### config.mk
export PLATFORM = sky130hd
export DESIGN_NAME = cif_ctrl
export DESIGN_NICKNAME = d
export VERILOG_FILES = /design/src/hdl/cif_pkg.sv /design/src/hdl/cif_ctrl.sv
export SDC_FILE = /design/constraint.sdc
export NUM_CORES = 1
export LEC_CHECK = 0
export BUFFER_PORTS_ARGS = -buffer_cell sky130_fd_sc_hd__buf_2
export CAP_MARGIN = 20
export CORE_UTILIZATION = 25
export DETAILED_ROUTE_END_ITERATION = 10
export GPL_ROUTABILITY_DRIVEN = 0
export SLEW_MARGIN = 20
export SYNTH_ARGS = -nofsm -noshare
export SYNTH_HDL_FRONTEND = slang
export SYNTH_SLANG_ARGS = --single-unit
### constraint.sdc
create_clock -name i_clk -period 5.85 [get_ports i_clk]
set_input_delay 1.4625 -clock i_clk [delete_from_list [all_inputs] [get_ports i_clk]]
set_output_delay 1.4625 -clock i_clk [all_outputs]
set_load 0.02 [all_outputs]
### src/hdl/cif_pkg.sv
// ----------------------------------------------------------------------------
// cif_pkg
// Shared types and constants of the circular integer fifo: request layouts,
// operation codes, controller states and default sizes.
// ----------------------------------------------------------------------------
package cif_pkg;

    // default number of ring entries
    localparam int DEPTH_DEF = 1024;

    // fixed field widths
    localparam int DATA_W = 32;
    localparam int OCC_W  = 11;
    localparam int OP_W   = 2;

    // operation codes, the unused code acts as a query
    localparam logic [OP_W-1:0] OP_NONE = 2'd0;
    localparam logic [OP_W-1:0] OP_PUSH = 2'd1;
    localparam logic [OP_W-1:0] OP_POP  = 2'd2;

    // input request
    typedef struct packed {
        logic [OP_W-1:0]          op;
        logic signed [DATA_W-1:0] push_value;
    } t_in_req;

    // result request
    typedef struct packed {
        logic                     pop_valid;
        logic signed [DATA_W-1:0] pop_value;
        logic                     underflow;
        logic                     overflow;
        logic [OCC_W-1:0]         occupancy;
        logic                     is_empty;
        logic                     front_valid;
        logic signed [DATA_W-1:0] front_value;
        logic signed [DATA_W-1:0] back_value;
    } t_out_req;

    // controller states
    typedef enum logic [0:0] {
        ST_IDLE,
        ST_FILL
    } t_state;

endpackage

### src/hdl/cif_ctrl.sv
// ----------------------------------------------------------------------------
// cif_ctrl
// Ring pointers, entry count and cached front and back entries. Builds one
// result per request; a successful pop reads the new front in the fill state.
// ----------------------------------------------------------------------------
module cif_ctrl #(
    parameter int DEPTH = cif_pkg::DEPTH_DEF,
    parameter int AW    = $clog2(DEPTH),
    parameter int CW    = $clog2(DEPTH + 1)
) (
    input  logic                         i_clk,
    input  logic                         i_rst_n,
    input  logic                         i_accept,
    input  cif_pkg::t_in_req             i_req,
    output logic                         o_idle,
    output logic                         o_res_load,
    output cif_pkg::t_out_req            o_res,
    output logic                         o_we,
    output logic [AW-1:0]                o_waddr,
    output logic signed [cif_pkg::DATA_W-1:0] o_wdata,
    output logic [AW-1:0]                o_raddr,
    input  logic signed [cif_pkg::DATA_W-1:0] i_rdata
);

    cif_pkg::t_state r_state, n_state;
    logic [AW-1:0] r_head, n_head;
    logic [AW-1:0] r_tail, n_tail;
    logic [CW-1:0] r_count, n_count;
    logic signed [cif_pkg::DATA_W-1:0] r_front, n_front;
    logic signed [cif_pkg::DATA_W-1:0] r_back, n_back;
    logic signed [cif_pkg::DATA_W-1:0] r_pop_value, n_pop_value;

    logic [AW-1:0] head_inc;
    logic [AW-1:0] tail_inc;
    logic          full;
    logic          empty;

    // ring increments with wrap at the last entry
    assign head_inc = (r_head == AW'(DEPTH - 1)) ? '0 : r_head + AW'(1);
    assign tail_inc = (r_tail == AW'(DEPTH - 1)) ? '0 : r_tail + AW'(1);
    assign full     = (r_count == CW'(DEPTH));
    assign empty    = (r_count == '0);

    // memory ports
    assign o_waddr = r_tail;
    assign o_wdata = i_req.push_value;
    assign o_raddr = head_inc;
    assign o_idle  = (r_state == cif_pkg::ST_IDLE);

    // control state and pointers
    always_ff @(posedge i_clk) begin
        if (!i_rst_n) begin
            r_state <= cif_pkg::ST_IDLE;
            r_head  <= '0;
            r_tail  <= '0;
            r_count <= '0;
        end else begin
            r_state <= n_state;
            r_head  <= n_head;
            r_tail  <= n_tail;
            r_count <= n_count;
        end
    end

    // cached entries
    always_ff @(posedge i_clk) begin
        r_front     <= n_front;
        r_back      <= n_back;
        r_pop_value <= n_pop_value;
    end

    // next state and result
    always_comb begin
        n_state     = r_state;
        n_head      = r_head;
        n_tail      = r_tail;
        n_count     = r_count;
        n_front     = r_front;
        n_back      = r_back;
        n_pop_value = r_pop_value;
        o_we        = 1'b0;
        o_res_load  = 1'b0;
        o_res       = '0;

        case (r_state)
            cif_pkg::ST_IDLE: begin
                if (i_accept) begin
                    case (i_req.op)
                        cif_pkg::OP_PUSH: begin
                            if (full) begin
                                o_res.overflow = 1'b1;
                            end else begin
                                o_we    = 1'b1;
                                n_tail  = tail_inc;
                                n_count = r_count + CW'(1);
                                n_back  = i_req.push_value;
                                if (empty) begin
                                    n_front = i_req.push_value;
                                end
                            end
                        end
                        cif_pkg::OP_POP: begin
                            if (empty) begin
                                o_res.underflow = 1'b1;
                            end else begin
                                n_pop_value = r_front;
                                n_head      = head_inc;
                                n_count     = r_count - CW'(1);
                                n_state     = cif_pkg::ST_FILL;
                            end
                        end
                        default: begin
                        end
                    endcase
                    // successful pops report from the fill state
                    o_res_load        = (n_state == cif_pkg::ST_IDLE);
                    o_res.occupancy   = cif_pkg::OCC_W'(n_count);
                    o_res.is_empty    = (n_count == '0);
                    o_res.front_valid = (n_count != '0);
                    o_res.front_value = (n_count != '0) ? n_front : '0;
                    o_res.back_value  = (n_count != '0) ? n_back : '0;
                end
            end
            cif_pkg::ST_FILL: begin
                // new front entry arrives from memory
                n_state           = cif_pkg::ST_IDLE;
                o_res_load        = 1'b1;
                if (!empty) begin
                    n_front = i_rdata;
                end
                o_res.pop_valid   = 1'b1;
                o_res.pop_value   = r_pop_value;
                o_res.occupancy   = cif_pkg::OCC_W'(r_count);
                o_res.is_empty    = empty;
                o_res.front_valid = !empty;
                o_res.front_value = empty ? '0 : i_rdata;
                o_res.back_value  = empty ? '0 : r_back;
            end
            default: begin
                n_state = cif_pkg::ST_IDLE;
            end
        endcase
    end

endmodule

==> results list <==
- The tool flagged a number of max-cap violations equal to 0.
- The signal on the critical path passes through buf_2 > inv_1 > ha_1 > nand2b_1 > a31oi_1 > a221oi_1 > a41oi_4 > buf_12 > a21oi_1 > a31oi_1 > buf_2.
- Cell at the root of the clock tree: sky130_fd_sc_hd__clkbuf_16
- For this run, the total global-route usage over all layers was measured as 0.157.
- From left edge to right edge, the die measures about 180 um.
- In this run the static leakage power is 0.00414 uW.
- Period utilization: 0.970
* Post-route minimum period: 5680 ps
* IO buf count: about 240
- Share of synthesized area occupied by flip-flops and latches: 0.423
* Vias in the first global route: 7005
- Maximum number of pins on one net before global-route repair: between 70 and 80
* Final Hold Viols: 0
- From bottom edge to top edge, the die measures 185 um.
* Post-route cell area: 10300 um2
* Count of buffer and inverter cells on the critical path: 4
* Core region area: 32600 um2
- Number of sinks on the clock net: 128
- Residual DRC count: 0
- Power spread over the standard cell area amounts to 284 nW/um2.
- Worst-skew pair later-pin latency: 420 ps
* Initial drt markers: 395
- Critical Path End Type: primary output
- Max_slew headroom: 0.279
* Synthesized net count: 924
- Static timing analysis puts the maximum clock frequency at 176 MHz.
- Number of detailed-route iterations in the first pass: 5
* Aggregate routed wire length: 26.9 mm
* Max-slew violation total from the final report: 0
* Total negative slack: 0 ps
* RSZ-0062 raised after global routing: no
* Sequential group share of total power: 0.375
* Type of the worst min-delay path: reg2reg
- Summed over all nets, the switching power comes to around 990 uW.
* Worst Setup Start Kind: primary input
- Number of failing setup endpoints in the final timing report: 0
- Counting distinct cell types in the post-synthesis netlist gives 60.
- Predominant post-synthesis flop cell: sky130_fd_sc_hd__edfxtp_1
- Worst hold margin: 443 ps
- Average wire per cell in the routed design: 18.3 um
- Effective utilization at floorplan: 0.255
- The share of total power dissipated in the clock network is 0.344.
- The H-tree generated during clock tree synthesis spans 4 levels.
* Placed wire-length estimate after detailed placement: 18.0 mm
- Antenna violations before repair: 1
- Peak supply drop: 0.199 mV
- In the final design database the tool counted 1090 nets.
- The slowest stage of the critical path belongs to the cell sky130_fd_sc_hd__a31oi_1.
- The largest single stage delay on the critical path is 540 ps.
- At the worst endpoint, the required time is 4390 ps.
- Total global routing overflow: 0
* CP delay by family, top: compound AO/OA/AOI/OAI gates
* CTS tree: yes
- Sw Share: 0.338
- Synthesized area divided by synthesized cell count: between 9 and 10 um2
* Rows: 66
- Maximum buffer depth of the clock tree: 2
- Of all flip-flops after synthesis, the portion carrying an async set or reset was 0.
- Along the worst path, the maximum fanout reaches 27.
- Detailed-route via count: 7570
- Synth Cell Area: 8330 um2
- Min setup slack post-route: 174 ps
- Part of the power in combinational logic: 0.280
* Total of flip-flops plus latches after synthesis: 128
* Global-route wire length before repair: 40.7 mm
- Yosys warns: 0
* Share of post-route cells with drive strength above 1: 0.390
- Placement Cell Area: 9790 um2
- Clock skew after layout: 11.0 ps
* Synthesis-to-finish area growth: 24.1%
* CTS buffer count: 17
- In this run, synthesis inferred 96 flip-flops with an integrated enable.
- Data arrival time of the worst path: approximately 4200 ps
* Critical path type: in2out
- Run status: finished, final reports clean
- Number of buffers inserted by hold repair at cts: 0
* Int Pwr: 1940 uW
* I/O pin total: 236
* CTS clk-pin slew, worst paths: about 60 ps
* Number of instances in the synthesized netlist: between 800 and 900
* Antenna-violating nets left: 0
- Using the TritonRoute via totals, the vias-per-cell ratio works out to 5.15.
- The floorplan step defined a die boundary enclosing 34100 um2.
- At the placement stage, the worst setup path has a slack of 153 ps.
* Actual slew at the worst max-slew pin: roughly 1100 ps
- Once layout is complete, the utilization of the core stands at 0.317.
-- state kept, by name, summed over array words and instances, names as in the netlist --
signal       count
r_pop_value     32
r_front         32
r_back          32
r_head          10
o_waddr         10
r_state          1
r_count         11
-- cell type report --
cell class / count / area [um2]
Antenna cell: 1 / 2.50
Clock buffer: 21 / 440
Clock inverter: 11 / 92.6
Fill cell: 3412 / 22300
Inverter: 12 / 47.5
Multi-Input combinational cell: 595 / 4240
Sequential cell: 128 / 3520
Tap cell: 442 / 553
Timing Repair Buffer: 260 / 1430
-- routing by layer --
metal / vias up / global-route usage / wire, um
met2: 297 / 0.245 / 12600
met1: 3707 / 0.210 / 12000
met5: - / 0 / 0
met3: 34 / 0.0350 / 1760
met4: 0 / 0.0563 / 495
li1: 3532 / - / -
-- cell usage in the layout, fill, tap and decap left out, types with 6 or more instances in the layout --
master	synthesis	routed
sky130_fd_sc_hd__a21boi_0	12	12
sky130_fd_sc_hd__a21oi_1	72	72
sky130_fd_sc_hd__a22oi_1	64	64
sky130_fd_sc_hd__a31oi_1	70	70
sky130_fd_sc_hd__and2_1	41	41
sky130_fd_sc_hd__and3_1	6	6
sky130_fd_sc_hd__buf_2	10	235
sky130_fd_sc_hd__buf_4	37	19
sky130_fd_sc_hd__clkbuf_16	0	17
sky130_fd_sc_hd__dfxtp_1	32	31
sky130_fd_sc_hd__edfxtp_1	96	96
sky130_fd_sc_hd__ha_1	7	7
sky130_fd_sc_hd__inv_1	11	8
sky130_fd_sc_hd__mux2_2	96	96
sky130_fd_sc_hd__nand2_1	62	61
sky130_fd_sc_hd__nand3_1	20	20
sky130_fd_sc_hd__nand4_1	6	6
sky130_fd_sc_hd__nor2_1	23	22
sky130_fd_sc_hd__nor3_1	12	12
sky130_fd_sc_hd__o21ai_0	15	15
sky130_fd_sc_hd__xnor2_1	11	11
sky130_fd_sc_hd__xor2_1	6	6
-- cell usage after synthesis, drive strengths merged (6+ instances only) --
library cell  instances  share of area
edfxtp               96           0.35
mux2                 96           0.13
a21oi                72          0.043
a31oi                70          0.053
a22oi                64          0.058
clkbuf               63          0.028
nand2                62          0.028
buf                  50          0.041
and2                 41          0.031
dfxtp                32          0.077
nor2                 23          0.010
nand3                20          0.012
o21ai                15         0.0090
nor3                 13         0.0084
a21boi               12          0.011
inv                  11         0.0050
xnor2                11          0.012
ha                    7          0.011
and3                  6         0.0045
nand4                 6         0.0045
xor2                  6         0.0063
-- power by group through the flow --
stage	Combinational [uW]	Sequential (uW)	Clock (uW)
2_1_floorplan	562	1100	0
3_3_place_gp	815	1120	0
3_5_place_dp	820	1120	0
4_1_cts	823	1100	1040
5_1_grt	890	1110	1080
6_report	821	1100	1010
-- through the flow --
stage,power [uW],instances
CTS,2970,1469
global placement,1930,1437
floorplan,1660,848
global route,3070,1470
detailed placement,1940,1437
finish,2930,1470
-- path summary, 6_finish.rpt --
check | startpoint | to | slack (ps) | cells after the start
max | i_req[32] | o_res[2] | 170 | 11
min | r_front[30]$_DFFE_PP_ | r_pop_value[30]$_DFFE_PP_ | 440 | 0
max reg2reg | r_count[0]$_SDFFE_PN0P_ | r_front[8]$_DFFE_PP_ | 1940 | 9
min reg2reg | r_front[30]$_DFFE_PP_ | r_pop_value[30]$_DFFE_PP_ | 440 | 0
-- cell families (layout without fill, tap and decap cells) --
family | count (synthesis) | count (layout) | share of synthesized area
adders and majority gates | 7 | 7 | 0.0105
AOI/OAI and AO/OA | 269 | 269 | 0.212
DFF | 128 | 128 | 0.423
muxes | 97 | 97 | 0.131
xor gates and xnor gates | 17 | 17 | 0.0179
buffers and inverters | 125 | 304 | 0.0745
and+or+nand+nor | 205 | 205 | 0.131
other | 0 | 1 | 0
-- repair_timing --
| item | 4_1_cts | 5_1_grt |
|---|---|---|
| endpoints found under the setup margin | 0 | 2 |
| gates resized for setup | 0 | 1 |
| endpoints found under the hold margin | 0 | 0 |
| setup buffers | 0 | 0 |
(Power assumes the default switching activity.)
